--- src/rtl/vpsm_pkg.sv ---
// Package: shared widths, register indexes, reset values and the geometry struct.
`default_nettype none
package vpsm_pkg;

  localparam int COORD_BITS    = 12;
  localparam int DIM_BITS      = 13;
  localparam int CHAIN_BITS    = 7;
  localparam int PAR_BITS      = 4;
  localparam int QUO_BITS      = 20;  // widest setup dividend: phys_height * chain_len
  localparam int CFG_IDX_BITS  = 3;
  localparam int CFG_DATA_BITS = 13;
  localparam int DIV_STEPS     = 2;   // quotient bits resolved per pipeline stage
  localparam int DIV_STAGES    = (COORD_BITS + DIV_STEPS - 1) / DIV_STEPS;

  typedef logic [CFG_IDX_BITS-1:0] cfg_idx_t;

  localparam cfg_idx_t REG_PHYS_WIDTH     = cfg_idx_t'(0);
  localparam cfg_idx_t REG_PHYS_HEIGHT    = cfg_idx_t'(1);
  localparam cfg_idx_t REG_CHAIN_LEN      = cfg_idx_t'(2);
  localparam cfg_idx_t REG_PARALLEL_COUNT = cfg_idx_t'(3);
  localparam cfg_idx_t REG_FLIP_ALTERNATE = cfg_idx_t'(4);

  localparam logic [DIM_BITS-1:0]   RST_PHYS_WIDTH     = DIM_BITS'(64);
  localparam logic [DIM_BITS-1:0]   RST_PHYS_HEIGHT    = DIM_BITS'(32);
  localparam logic [CHAIN_BITS-1:0] RST_CHAIN_LEN      = CHAIN_BITS'(1);
  localparam logic [PAR_BITS-1:0]   RST_PARALLEL_COUNT = PAR_BITS'(1);

  // Derived geometry; held steady for items in flight by the user, not the block.
  typedef struct packed {
    logic [DIM_BITS-1:0] pw;
    logic [DIM_BITS-1:0] ph;
    logic [QUO_BITS-1:0] vis_w;
    logic [QUO_BITS-1:0] vis_h;
    logic                wpp_odd;  // parity of panels per physical row
    logic                flip;
    logic                invalid;
  } geom_t;

endpackage
`default_nettype wire

--- src/rtl/vpsm_in_if.sv ---
// Input channel interface: visible coordinate item.
`default_nettype none
interface vpsm_in_if;
  import vpsm_pkg::*;

  logic                  valid;
  logic                  ready;
  logic [COORD_BITS-1:0] vis_x;
  logic [COORD_BITS-1:0] vis_y;

  modport source (output valid, output vis_x, output vis_y, input ready);
  modport sink   (input valid, input vis_x, input vis_y, output ready);
endinterface
`default_nettype wire

--- src/rtl/vpsm_out_if.sv ---
// Result channel interface: physical coordinate item.
`default_nettype none
interface vpsm_out_if;
  import vpsm_pkg::*;

  logic                  valid;
  logic                  ready;
  logic [COORD_BITS-1:0] mat_x;
  logic [COORD_BITS-1:0] mat_y;
  logic                  outside;

  modport source (output valid, output mat_x, output mat_y, output outside, input ready);
  modport sink   (input valid, input mat_x, input mat_y, input outside, output ready);
endinterface
`default_nettype wire

--- src/rtl/vpsm_setup.sv ---
// Config registers and iterative divider that derives the panel geometry.
`default_nettype none
module vpsm_setup (
  input  logic                               clk,
  input  logic                               rst_n,
  input  logic                               cfg_we,
  input  logic [vpsm_pkg::CFG_IDX_BITS-1:0]  cfg_idx,
  input  logic [vpsm_pkg::CFG_DATA_BITS-1:0] cfg_data,
  output vpsm_pkg::geom_t                    geom,
  output logic                               geom_ok
);
  import vpsm_pkg::*;

  localparam int CNT_BITS = $clog2(QUO_BITS);
  localparam logic [CNT_BITS-1:0] CNT_LAST = CNT_BITS'(QUO_BITS - 1);

  typedef enum logic [1:0] {S_LOAD, S_ITER, S_DONE} state_t;
  typedef enum logic [2:0] {OP_PW, OP_PH, OP_VW, OP_VH, OP_WPP} op_t;

  state_t                  state_r;
  op_t                     op_r;
  op_t                     op_nxt;
  logic [DIM_BITS-1:0]     phys_width_r;
  logic [DIM_BITS-1:0]     phys_height_r;
  logic [CHAIN_BITS-1:0]   chain_len_r;
  logic [PAR_BITS-1:0]     parallel_count_r;
  logic                    flip_alternate_r;

  logic [DIM_BITS-1:0]     rem_r;
  logic [QUO_BITS-1:0]     nq_r;
  logic [DIM_BITS-1:0]     dvs_r;
  logic [CNT_BITS-1:0]     cnt_r;

  logic [DIM_BITS-1:0]     pw_r;
  logic [DIM_BITS-1:0]     ph_r;
  logic [QUO_BITS-1:0]     vis_w_r;
  logic [QUO_BITS-1:0]     vis_h_r;
  logic                    wpp_odd_r;

  logic [QUO_BITS-1:0]     dividend;
  logic [DIM_BITS-1:0]     divisor;
  logic [DIM_BITS:0]       trial;
  logic                    ge;
  logic [DIM_BITS-1:0]     rem_nxt;
  logic [QUO_BITS-1:0]     nq_nxt;

  always_comb begin
    unique case (op_r)
      OP_PW: begin
        dividend = QUO_BITS'(phys_width_r);
        divisor  = DIM_BITS'(chain_len_r);
      end
      OP_PH: begin
        dividend = QUO_BITS'(phys_height_r);
        divisor  = DIM_BITS'(parallel_count_r);
      end
      OP_VW: begin
        dividend = QUO_BITS'(phys_width_r * QUO_BITS'(parallel_count_r));
        divisor  = DIM_BITS'(chain_len_r);
      end
      OP_VH: begin
        dividend = QUO_BITS'(phys_height_r) * QUO_BITS'(chain_len_r);
        divisor  = DIM_BITS'(parallel_count_r);
      end
      OP_WPP: begin
        dividend = QUO_BITS'(phys_width_r);
        divisor  = pw_r;
      end
      default: begin
        dividend = '0;
        divisor  = '0;
      end
    endcase
  end

  always_comb begin
    unique case (op_r)
      OP_PW:   op_nxt = OP_PH;
      OP_PH:   op_nxt = OP_VW;
      OP_VW:   op_nxt = OP_VH;
      OP_VH:   op_nxt = OP_WPP;
      default: op_nxt = OP_WPP;
    endcase
  end

  // One restoring step per cycle.
  always_comb begin
    trial   = {rem_r, nq_r[QUO_BITS-1]};
    ge      = trial >= {1'b0, dvs_r};
    rem_nxt = ge ? DIM_BITS'(trial - {1'b0, dvs_r}) : trial[DIM_BITS-1:0];
    nq_nxt  = {nq_r[QUO_BITS-2:0], ge};
  end

  always_ff @(posedge clk) begin
    if (!rst_n) begin
      state_r          <= S_LOAD;
      op_r             <= OP_PW;
      phys_width_r     <= RST_PHYS_WIDTH;
      phys_height_r    <= RST_PHYS_HEIGHT;
      chain_len_r      <= RST_CHAIN_LEN;
      parallel_count_r <= RST_PARALLEL_COUNT;
      flip_alternate_r <= 1'b0;
    end else if (cfg_we) begin
      unique case (cfg_idx)
        REG_PHYS_WIDTH:     phys_width_r     <= cfg_data[DIM_BITS-1:0];
        REG_PHYS_HEIGHT:    phys_height_r    <= cfg_data[DIM_BITS-1:0];
        REG_CHAIN_LEN:      chain_len_r      <= cfg_data[CHAIN_BITS-1:0];
        REG_PARALLEL_COUNT: parallel_count_r <= cfg_data[PAR_BITS-1:0];
        REG_FLIP_ALTERNATE: flip_alternate_r <= cfg_data[0];
        default: ;
      endcase
      state_r <= S_LOAD;
      op_r    <= OP_PW;
    end else begin
      unique case (state_r)
        S_LOAD: begin
          rem_r   <= '0;
          nq_r    <= dividend;
          dvs_r   <= divisor;
          cnt_r   <= '0;
          state_r <= S_ITER;
        end
        S_ITER: begin
          rem_r <= rem_nxt;
          nq_r  <= nq_nxt;
          cnt_r <= cnt_r + 1'b1;
          if (cnt_r == CNT_LAST) begin
            unique case (op_r)
              OP_PW:   pw_r      <= nq_nxt[DIM_BITS-1:0];
              OP_PH:   ph_r      <= nq_nxt[DIM_BITS-1:0];
              OP_VW:   vis_w_r   <= nq_nxt;
              OP_VH:   vis_h_r   <= nq_nxt;
              OP_WPP:  wpp_odd_r <= nq_nxt[0];
              default: ;
            endcase
            if (op_r == OP_WPP) begin
              state_r <= S_DONE;
            end else begin
              op_r    <= op_nxt;
              state_r <= S_LOAD;
            end
          end
        end
        S_DONE: ;
        default: state_r <= S_LOAD;
      endcase
    end
  end

  assign geom_ok       = (state_r == S_DONE);
  assign geom.pw       = pw_r;
  assign geom.ph       = ph_r;
  assign geom.vis_w    = vis_w_r;
  assign geom.vis_h    = vis_h_r;
  assign geom.wpp_odd  = wpp_odd_r;
  assign geom.flip     = flip_alternate_r;
  assign geom.invalid  = (chain_len_r == '0) || (parallel_count_r == '0) ||
                         (pw_r == '0) || (ph_r == '0);

endmodule
`default_nettype wire

--- src/rtl/vpsm_pipe.sv ---
// Per-item pipeline: range check, pipelined divides, panel multiply, final add.
`default_nettype none
module vpsm_pipe (
  input  logic            clk,
  input  logic            rst_n,
  input  vpsm_pkg::geom_t geom,
  input  logic            accept_en,
  vpsm_in_if.sink         in_ch,
  vpsm_out_if.source      out_ch
);
  import vpsm_pkg::*;

  typedef struct packed {
    logic [DIM_BITS-1:0]   rem;
    logic [COORD_BITS-1:0] nq;   // dividend bits shift out, quotient bits shift in
  } cdiv_t;

  typedef struct packed {
    logic  outside;
    cdiv_t dx;
    cdiv_t dy;
  } stg_t;

  typedef struct packed {
    logic                  outside;
    logic [COORD_BITS-1:0] px;
    logic [COORD_BITS-1:0] py;
    logic [COORD_BITS-1:0] xin;
    logic [COORD_BITS-1:0] yin;
  } mul_t;

  typedef struct packed {
    logic                  outside;
    logic [COORD_BITS-1:0] mat_x;
    logic [COORD_BITS-1:0] mat_y;
  } res_t;

  function automatic cdiv_t cdiv_step(cdiv_t s, logic [DIM_BITS-1:0] d);
    logic [DIM_BITS:0] t;
    logic              ge;
    cdiv_t             r;
    t     = {s.rem, s.nq[COORD_BITS-1]};
    ge    = t >= {1'b0, d};
    r.rem = ge ? DIM_BITS'(t - {1'b0, d}) : t[DIM_BITS-1:0];
    r.nq  = {s.nq[COORD_BITS-2:0], ge};
    return r;
  endfunction

  stg_t                stg_r   [DIV_STAGES+1];
  stg_t                stg_nxt [DIV_STAGES+1];
  logic [DIV_STAGES:0] v_r;
  logic [DIV_STAGES:0] adv;
  mul_t                mul_r;
  mul_t                mul_nxt;
  logic                mul_v_r;
  logic                mul_adv;
  res_t                out_r;
  res_t                out_nxt;
  logic                out_v_r;
  logic                out_adv;
  logic                in_fire;

  logic [COORD_BITS-1:0] prow;
  logic [COORD_BITS-1:0] pw_c;
  logic [COORD_BITS-1:0] ph_c;
  logic [COORD_BITS-1:0] xin;
  logic [COORD_BITS-1:0] yin;
  logic                  flip;

  // Backpressure: a stage moves when it is empty or the next one moves.
  always_comb begin
    out_adv         = !out_v_r || out_ch.ready;
    mul_adv         = !mul_v_r || out_adv;
    adv[DIV_STAGES] = !v_r[DIV_STAGES] || mul_adv;
    for (int k = DIV_STAGES - 1; k >= 0; k--) begin
      adv[k] = !v_r[k] || adv[k+1];
    end
  end

  assign in_ch.ready = accept_en && adv[0];
  assign in_fire     = in_ch.valid && in_ch.ready;

  always_comb begin
    stg_t tmp;
    stg_nxt[0].outside = geom.invalid ||
                         (QUO_BITS'(in_ch.vis_x) >= geom.vis_w) ||
                         (QUO_BITS'(in_ch.vis_y) >= geom.vis_h);
    stg_nxt[0].dx.rem  = '0;
    stg_nxt[0].dx.nq   = in_ch.vis_x;
    stg_nxt[0].dy.rem  = '0;
    stg_nxt[0].dy.nq   = in_ch.vis_y;
    for (int k = 1; k <= DIV_STAGES; k++) begin
      tmp = stg_r[k-1];
      for (int j = 0; j < DIV_STEPS; j++) begin
        if ((k - 1) * DIV_STEPS + j < COORD_BITS) begin
          tmp.dx = cdiv_step(tmp.dx, geom.pw);
          tmp.dy = cdiv_step(tmp.dy, geom.ph);
        end
      end
      stg_nxt[k] = tmp;
    end
  end

  // Panel origin and in-panel offset, with the 180 degree turn applied.
  always_comb begin
    prow            = stg_r[DIV_STAGES].dy.nq;
    pw_c            = COORD_BITS'(geom.pw);
    ph_c            = COORD_BITS'(geom.ph);
    xin             = COORD_BITS'(stg_r[DIV_STAGES].dx.rem);
    yin             = COORD_BITS'(stg_r[DIV_STAGES].dy.rem);
    flip            = geom.flip && (geom.wpp_odd == prow[0]);
    mul_nxt.outside = stg_r[DIV_STAGES].outside;
    mul_nxt.px      = prow * pw_c;
    mul_nxt.py      = stg_r[DIV_STAGES].dx.nq * ph_c;
    mul_nxt.xin     = flip ? pw_c - xin - COORD_BITS'(1) : xin;
    mul_nxt.yin     = flip ? ph_c - yin - COORD_BITS'(1) : yin;
  end

  always_comb begin
    out_nxt.outside = mul_r.outside;
    out_nxt.mat_x   = mul_r.outside ? '0 : mul_r.px + mul_r.xin;
    out_nxt.mat_y   = mul_r.outside ? '0 : mul_r.py + mul_r.yin;
  end

  always_ff @(posedge clk) begin
    if (!rst_n) begin
      v_r     <= '0;
      mul_v_r <= 1'b0;
      out_v_r <= 1'b0;
    end else begin
      if (adv[0]) begin
        v_r[0] <= in_fire;
      end
      for (int k = 1; k <= DIV_STAGES; k++) begin
        if (adv[k]) begin
          v_r[k] <= v_r[k-1];
        end
      end
      if (mul_adv) begin
        mul_v_r <= v_r[DIV_STAGES];
      end
      if (out_adv) begin
        out_v_r <= mul_v_r;
      end
    end
  end

  always_ff @(posedge clk) begin
    for (int k = 0; k <= DIV_STAGES; k++) begin
      if (adv[k]) begin
        stg_r[k] <= stg_nxt[k];
      end
    end
    if (mul_adv) begin
      mul_r <= mul_nxt;
    end
    if (out_adv) begin
      out_r <= out_nxt;
    end
  end

  assign out_ch.valid   = out_v_r;
  assign out_ch.mat_x   = out_r.mat_x;
  assign out_ch.mat_y   = out_r.mat_y;
  assign out_ch.outside = out_r.outside;

endmodule
`default_nettype wire

--- src/rtl/vertical_panel_stack_mapper.sv ---
// Top level: vertical panel stack coordinate mapper.
//
//   Channel  Dir  Handshake        Fields
//   in_ch    in   valid / ready    vis_x[11:0], vis_y[11:0]
//   out_ch   out  valid / ready    mat_x[11:0], mat_y[11:0], outside
//   cfg_*    in   cfg_we           cfg_idx[2:0], cfg_data[12:0]
//
// One item per clock sustained while geometry is ready and out_ch is not stalled; each item
// passes the range check, the two-bits-per-stage divide pipeline, multiply and add.
// After reset and after every config write a geometry pass runs in the shared
// iterative divider: five divides in turn, with in_ch.ready low throughout.
// Reset is synchronous, active low. A stalled output holds; every stage
// advances only into an empty or moving successor, so nothing is dropped.
`default_nettype none
module vertical_panel_stack_mapper (
  input  logic                               clk,
  input  logic                               rst_n,
  vpsm_in_if.sink                            in_ch,
  vpsm_out_if.source                         out_ch,
  input  logic                               cfg_we,
  input  logic [vpsm_pkg::CFG_IDX_BITS-1:0]  cfg_idx,
  input  logic [vpsm_pkg::CFG_DATA_BITS-1:0] cfg_data
);
  import vpsm_pkg::*;

  geom_t geom;
  logic  geom_ok;
  logic  accept_en;

  vpsm_setup u_setup (
    .clk      (clk),
    .rst_n    (rst_n),
    .cfg_we   (cfg_we),
    .cfg_idx  (cfg_idx),
    .cfg_data (cfg_data),
    .geom     (geom),
    .geom_ok  (geom_ok)
  );

  // No item enters while geometry is being rebuilt or rewritten.
  assign accept_en = geom_ok && !cfg_we;

  vpsm_pipe u_pipe (
    .clk       (clk),
    .rst_n     (rst_n),
    .geom      (geom),
    .accept_en (accept_en),
    .in_ch     (in_ch),
    .out_ch    (out_ch)
  );

endmodule
`default_nettype wire

--- src/flat_wrapper.sv ---
// flat-port wrapper written by rule: the top's interface ports become plain ports
module vertical_panel_stack_mapper_flat import vpsm_pkg::*;
  (clk, rst_n, cfg_we, cfg_idx, cfg_data, in_ch_valid, in_ch_vis_x, in_ch_vis_y, in_ch_ready, out_ch_valid, out_ch_mat_x, out_ch_mat_y, out_ch_outside, out_ch_ready);
  vpsm_in_if in_ch_i ();
  vpsm_out_if out_ch_i ();
  input  logic clk;
  input  logic rst_n;
  input  logic cfg_we;
  input  logic [vpsm_pkg::CFG_IDX_BITS-1:0] cfg_idx;
  input  logic [vpsm_pkg::CFG_DATA_BITS-1:0] cfg_data;
  input wire logic [$bits(in_ch_i.valid)-1:0] in_ch_valid;
  input wire logic [$bits(in_ch_i.vis_x)-1:0] in_ch_vis_x;
  input wire logic [$bits(in_ch_i.vis_y)-1:0] in_ch_vis_y;
  output wire logic [$bits(in_ch_i.ready)-1:0] in_ch_ready;
  output wire logic [$bits(out_ch_i.valid)-1:0] out_ch_valid;
  output wire logic [$bits(out_ch_i.mat_x)-1:0] out_ch_mat_x;
  output wire logic [$bits(out_ch_i.mat_y)-1:0] out_ch_mat_y;
  output wire logic [$bits(out_ch_i.outside)-1:0] out_ch_outside;
  input wire logic [$bits(out_ch_i.ready)-1:0] out_ch_ready;
  assign in_ch_i.valid = in_ch_valid;
  assign in_ch_i.vis_x = in_ch_vis_x;
  assign in_ch_i.vis_y = in_ch_vis_y;
  assign in_ch_ready = in_ch_i.ready;
  assign out_ch_valid = out_ch_i.valid;
  assign out_ch_mat_x = out_ch_i.mat_x;
  assign out_ch_mat_y = out_ch_i.mat_y;
  assign out_ch_outside = out_ch_i.outside;
  assign out_ch_i.ready = out_ch_ready;
  vertical_panel_stack_mapper u_core (.clk(clk), .rst_n(rst_n), .in_ch(in_ch_i), .out_ch(out_ch_i), .cfg_we(cfg_we), .cfg_idx(cfg_idx), .cfg_data(cfg_data));
endmodule
--- config.mk ---
export PLATFORM = sky130hd
export DESIGN_NAME = vertical_panel_stack_mapper_flat
export DESIGN_NICKNAME = d
export VERILOG_FILES = /design/src/rtl/vpsm_pkg.sv /design/src/rtl/vpsm_in_if.sv /design/src/rtl/vpsm_out_if.sv /design/src/rtl/vpsm_setup.sv /design/src/rtl/vpsm_pipe.sv /design/src/rtl/vertical_panel_stack_mapper.sv /design/src/flat_wrapper.sv
export SDC_FILE = /design/constraint.sdc
export NUM_CORES = 2
export LEC_CHECK = 0
export BUFFER_PORTS_ARGS = -buffer_cell sky130_fd_sc_hd__buf_2
export CAP_MARGIN = 20
export CORE_UTILIZATION = 45
export CTS_CLUSTER_DIAMETER = 30
export DETAILED_ROUTE_END_ITERATION = 10
export GPL_ROUTABILITY_DRIVEN = 0
export GPL_TIMING_DRIVEN = 0
export PLACE_DENSITY_LB_ADDON = 0.25
export SLEW_MARGIN = 10
export SYNTH_ARGS = -nofsm -noshare
export SYNTH_HDL_FRONTEND = slang
export SYNTH_HIERARCHICAL = 1
export SYNTH_SLANG_ARGS = --single-unit
--- constraint.sdc ---
create_clock -name clk -period 6 [get_ports clk]
set_input_delay 0.6 -clock clk [delete_from_list [all_inputs] [get_ports clk]]
set_output_delay 0.6 -clock clk [all_outputs]
set_load 0.01 [all_outputs]
# Yosys cells after proc, flatten, opt, wreduce, memory -nomap -nowiden
# Memories as Yosys holds them, arrays and structs flattened.
# Cells that the tools add are included.
# W data, S select, Z words.
[word_totals]
reg_bits = 244
mem_bits_rw = 357
input_bits = 45
output_inout_bits = 27
memories = 1
[memory_table]
columns = ["name", "depth", "width", "read_ports", "rd_clocked_by_memory_dff", "wr", "line", "rtl"]
rows = [
  ["u_core.u_pipe.stg_r", 7, 51, 7, 0, 7, "vpsm_pipe.sv:49", "stg_t stg_r [DIV_STAGES+1];"],
]
[op_classes]
addsub = 32
n_mul = 4
order_cmp = 27
eq_ne = 13
muxes = 50
bitwise = 4
n_reduce_logical = 54
[op_table]
columns = ["operator", "count"]
rows = [
  ["$ge A14 B13 Y1", 25],
  ["$mux W13", 25],
  ["$sub A13 B13 Y13", 25],
  ["$pmux W20 S4", 1],
  ["$ge A12 B20 Y1", 2],
  ["$pmux W20 S2", 1],
  ["$pmux W13 S3", 1],
  ["$logic_not A13 Y1", 2],
  ["$pmux W13 S2", 1],
  ["$reduce_and A5 Y1", 5],
  ["$add A12 B12 Y12", 2],
  ["$mul A12 B12 Y12", 2],
  ["$mux W12", 2],
  ["$sub A12 B1 Y12 const B", 2],
  ["$sub A12 B12 Y12", 2],
  ["$mul A13 B7 Y20", 1],
  ["$mul A13 B4 Y17", 1],
  ["$logic_or A1 B1 Y1", 14],
  ["$mux W1", 14],
  ["$eq A3 B2 Y1 const B", 4],
  ["$reduce_and A2 Y1", 6],
  ["$logic_not A1 Y1", 10],
  ["$pmux W5 S2", 1],
  ["$pmux W3 S3", 1],
  ["19 further kinds", 34],
]

# Depth between registers and ports, before layout
[logic_depth]
word_depth = 12
depth_mapped = 24
depth_no_buf = 21

# Cells and area by module
# Netlist, hierarchy kept.
[modules_own_cells]
columns = ["module", "instances", "cells_each", "area_per_inst_um2", "seq_area_each_um2"]
rows = [
  ["vpsm_pipe", 1, 3509, 35490.3, 12281.8],
  ["vpsm_setup", 1, 1150, 11377.2, 4404.2],
  ["vertical_panel_stack_mapper", 1, 1, 13.8, 0.0],
]

# Worst setup path after synthesis
# No wires, ideal clock.
[synth_timing]
path_type = "reg-to-reg"
start = "register u_core.u_setup.pw_r[1]"
end = "memory u_core/u_pipe/stg_r[5][41] in the netlist's numbering, data pin"
setup_time_ns = 0.260
arrival_time_ns = 5.409
required_time_ns = 5.740
setup_slack_ns = 0.331
path_stages_with_launch = 22
n_path_buf = 3
synth_period_minus_slack_ns = 5.669
path_cell_list = "edfxtp_1 inv_1 ha_1 nand4_1 o31ai_1 o32ai_1 a21oi_1 buf_2 mux2_2 inv_1 ha_1 nor2b_4 o31a_1 o221a_1 o41ai_2 o31ai_1 a21oi_2 and3_1 buf_6 inv_4 buf_12 mux2_4"
[synth_rtl]
columns = ["item", "line", "rtl"]
rows = [
  ["start: declaration", "vpsm_setup.sv:34", "logic [DIM_BITS-1:0] pw_r;"],
  ["start signal: assignment", "vpsm_setup.sv:129", "OP_PW: pw_r <= nq_nxt[DIM_BITS-1:0];"],
  ["end: declaration", "vpsm_pipe.sv:49", ""],
]

==> out/metrics.cfg <==
[status]
outcome=complete, no violations

[sta]
worstMarginPinSlew_ns=1.238
clock.fmax_mhz=170.7
finalHoldViolations=0
hold_ws_ns=0.06968
setup_viol=0
slew_headroom_pct=17.29
finalCritPeriodShare_pct=97.62
min_period_ns=5.857
slew_viol_final=0
finalClockSkew_ns=0.02676

[worst_setup_path]
crit_chain=buf_4 -> clkinvlp_4 -> buf_4 -> ha_1 -> o21a_1 -> o31a_1 -> o221ai_1 -> a21oi_1 -> o221a_2 -> nor3_4 -> buf_6 -> mux2_2 -> ha_1 -> o21a_1 -> o31a_1 -> o2111ai_1 -> a21oi_1 -> or3_1 -> a21oi_1 -> o21ai_2 -> buf_4 -> mux2_2
cp_max_fo=10
cp-end-kind=register
crit_end=u_core/u_pipe/stg_r[4][18]$_DFFE_PP_
startpoint_type=register
path_class=register to register
startpoint=u_core/u_setup/ph_r[4]$_DFFE_PP_
cp.arrival_ns=6.32
critPathSlowestCell=edfxtp_1
timing.rr.end=u_core/u_pipe/stg_r[4][18]$_DFFE_PP_
critPathMaxStageDelay_ns=0.50
rr_startpoint=u_core/u_setup/ph_r[4]$_DFFE_PP_
required_ns=6.46
r2r_slack_ns=0.14
crit_family=compound AO/OA/AOI/OAI gates
path_depth=22
rr_worst_depth=22
crit_buf_inv=5

[placement]
portBuffers=71
place_hpwl_mm=89.45

[logic_synthesis]
synth_nets=5375
netlist_area_um2=46880
synthCells=4660
yosysSeqAreaShare_pct=35.59
yosys_warnings=6
synth_ff_type=edfxtp_1
synth-edff-count=521
ys_seq_elements=573
synthDistinctLibCells=95
synth_area_per_cell_um2=10.06
synth-async-reset-ratio_pct=0

[routing]
drt_iter0_drc=2674
wl_per_cell_um=18.81
drt-total-wl_mm=122.1
drc_errors=0
dr.pass1.iters=6
viasPerCell=5.525
vias=35870
ant_nets=0

[die]
rows=118
ios=72
die_h_um=324.8
fp.dieW_um=324.8
dieArea_um2=105500
core_um2=103300
start_util_pct=45.36

[clock_network]
clock_latency_ns=0.72
cts_buffer_depth=3
path_clk_slew_ns=0.05
cts_root_buf=clkbuf_16
cts_buffers=134
cts.sinks=573
htreeDepth=4
cts_tree=done

[power_and_ir_drop]
p_leak_nw=24.51
power_frac_comb_pct=19.5
p_seq_share_pct=32.1
powerDensity_nw_per_um2=286.5
p_sw_w=0.004289
switching_share_pct=27.03
ir_drop_uv=280.3
clock_power_share_pct=48.4
internal_power_w=0.01158

[global_routing]
grt.total_usage_pct=22.95
grt_pass1_wl_mm=191.1
antenna_found_initial=5
grt_pass1_vias=34980
grt_start_max_net_pins=52
overflow=0

[finish]
syn_to_final_growth_pct=18.11
post-route-util_pct=53.58
fin_nets=5716
drive_gt1_share_pct=15.22

[flow_run]
cap_violations=0

[min_path]
hp-class=input port to register

layout by cell type (no fill, tap or decap), drive strengths merged, types with 16 or more instances in the layout:
cell	count
clkinv	47
a211oi	40
and3	31
clkinvlp	28
nand3	60
a211o	16
mux2	189
buf	237
inv	451
a31oi	41
nor2	262
o21bai	26
nor3	107
a21boi	44
o21a	64
xor2	98
and2	148
nand2	424
fa	181
o21ai	177
nand4	63
nor2b	83
a21oi	287
or2	36
edfxtp	521
mux2i	55
dfxtp	52
ha	489
o211ai	16
bufinv	23
o31ai	20
xnor2	230
a21o	93
clkbuf	222
nand2b	46
or3	25
nor4	28
worst min path at each step:
stage	startpoint	endpoint	slack [ns]	cells after the start
finish	in_ch_vis_x[4]	u_core/u_pipe/stg_r[0][29]$_DFFE_PN_	0.07	1
global route	in_ch_vis_x[4]	u_core/u_pipe/stg_r[0][29]$_DFFE_PN_	0.04	1
CTS	in_ch_vis_x[4]	u_core/u_pipe/stg_r[0][29]$_DFFE_PN_	0.02	1
detailed placement	u_core/u_pipe/stg_r[1][32]$_DFFE_PP_	u_core/u_pipe/stg_r[2][34]$_DFFE_PP_	0.40	0
global placement	u_core/u_pipe/stg_r[1][0]$_DFFE_PP_	u_core/u_pipe/stg_r[2][2]$_DFFE_PP_	0.40	0
floorplan	u_core/u_pipe/stg_r[6][50]$_DFFE_PP_	u_core/u_pipe/mul_r[48]$_DFFE_PP_	0.40	0
area by class of cell:
cell class | count | area (um^2)
fillers | 9044 | 47980
repair buffers | 205 | 1563
plain buffers | 104 | 544.3
well taps | 1380 | 1727
clock inverters | 95 | 1326
flip-flops and latches | 573 | 16690
diodes | 1 | 2.502
multi-input cells | 3529 | 28230
inverters | 454 | 1784
clock buffers | 151 | 3510
per-layer routing:
metal	GRT usage, %	up-vias	share of wire [%]
li1	-	17400	-
met1	31.59	17260	46
met2	36.61	1001	45
met3	3.957	203	5.9
met4	7.475	2	2.6
met5	0	-	0.011
logic make-up (layout without fill, tap and decap cells):
group           Yosys count  count (layout)  synth area share (%)
compound gates          947             947                 13.15
xor+xnor                328             328                 6.128
fa+ha+maj               670             670                 20.78
buf+inv                 558            1009                 4.617
flops                   573             573                 35.59
mux                     244             244                 5.770
other cells               0               1                     0
simple gates           1340            1340                 13.96
synthesized netlist by cell type, types with 43 or more instances:
cell type | number | area share (%)
a21oi_1 | 284 | 3.0
a21boi_0 | 43 | 0.69
edfxtp_1 | 521 | 33
nor3_1 | 105 | 1.1
and2_1 | 148 | 2.0
nor2b_1 | 81 | 1.1
nand2b_1 | 46 | 0.61
o21ai_0 | 166 | 1.8
clkbuf_1 | 77 | 0.62
ha_1 | 489 | 13
nand2_1 | 424 | 3.4
nor2_1 | 261 | 2.1
inv_1 | 451 | 3.6
mux2_2 | 178 | 4.3
nand4_1 | 63 | 0.84
fa_1 | 181 | 7.7
xor2_1 | 98 | 1.8
o21a_1 | 64 | 1.0
dfxtp_1 | 52 | 2.2
nand3_1 | 60 | 0.64
a21o_1 | 93 | 1.5
mux2i_1 | 55 | 1.2
xnor2_1 | 230 | 4.3
per-stage QoR:
step           setup TNS, ns  instance area (um^2)  setup WS (ns)  std cells  total power (W)
3_5_place_dp          -78.47                 49320        -0.9710       6128         0.008214
4_1_cts                    0                 55020       0.001454       6466          0.01597
5_1_grt              -0.1380                 55370       -0.03181       6492          0.01663
6_report                   0                 55370         0.1427       6492          0.01586
2_1_floorplan              0                 46880         0.3311       4660         0.007495
3_3_place_gp         -179.10                 48960         -1.503       6111         0.008173
worst register-to-register path: stages (launching register included):
cell	delay, ns
edfxtp_1	0.50
buf_4	0.27
clkinvlp_4	0.11
buf_4	0.18
ha_1	0.39
o21a_1	0.14
o31a_1	0.11
o221ai_1	0.24
a21oi_1	0.15
o221a_2	0.31
nor3_4	0.21
buf_6	0.20
mux2_2	0.37
ha_1	0.37
o21a_1	0.20
o31a_1	0.13
o2111ai_1	0.26
a21oi_1	0.16
or3_1	0.40
a21oi_1	0.21
o21ai_2	0.17
buf_4	0.24
mux2_2	0.29
state kept, by name, indices dropped and copies added (netlist names), 2 cells and up:
signal and count:
u_core/u_pipe/mul_r 49, u_core/u_pipe/out_ch.mat_x 12, u_core/u_pipe/out_ch.mat_y 12, u_core/u_pipe/stg_r 329, u_core/u_pipe/v_r 7, u_core/u_setup/chain_len_r 7
u_core/u_setup/cnt_r 5, u_core/u_setup/dvs_r 13, u_core/u_setup/nq_r 20, u_core/u_setup/op_r 3, u_core/u_setup/parallel_count_r 4, u_core/u_setup/ph_r 13
u_core/u_setup/phys_height_r 13, u_core/u_setup/phys_width_r 13, u_core/u_setup/pw_r 13, u_core/u_setup/rem_r 13, u_core/u_setup/state_r 2, u_core/u_setup/vis_h_r 20
u_core/u_setup/vis_w_r 20
power groups by stage:
| stage | Clock, W | Sequential (W) | Combinational [W] |
|---|---|---|---|
| after floorplan | 0 | 0.00514 | 0.00236 |
| after global placement | 0 | 0.00517 | 0.00300 |
| after detailed placement | 0 | 0.00517 | 0.00304 |
| after CTS | 0.00779 | 0.00511 | 0.00308 |
| after global routing | 0.00799 | 0.00514 | 0.00350 |
| final | 0.00767 | 0.00510 | 0.00309 |
repair_timing:
action | 4_1_cts | 5_1_grt
hold endpoints to repair | 0 | 0
buffers inserted | 92 | 24
endpoints found under the setup margin | 138 | 110
cloned | 0 | 0
hold buffers | 0 | 0
resized for setup | 54 | 61
pin swaps | 2 | 14
No activity file was read; power rests on OpenSTA's default activity.
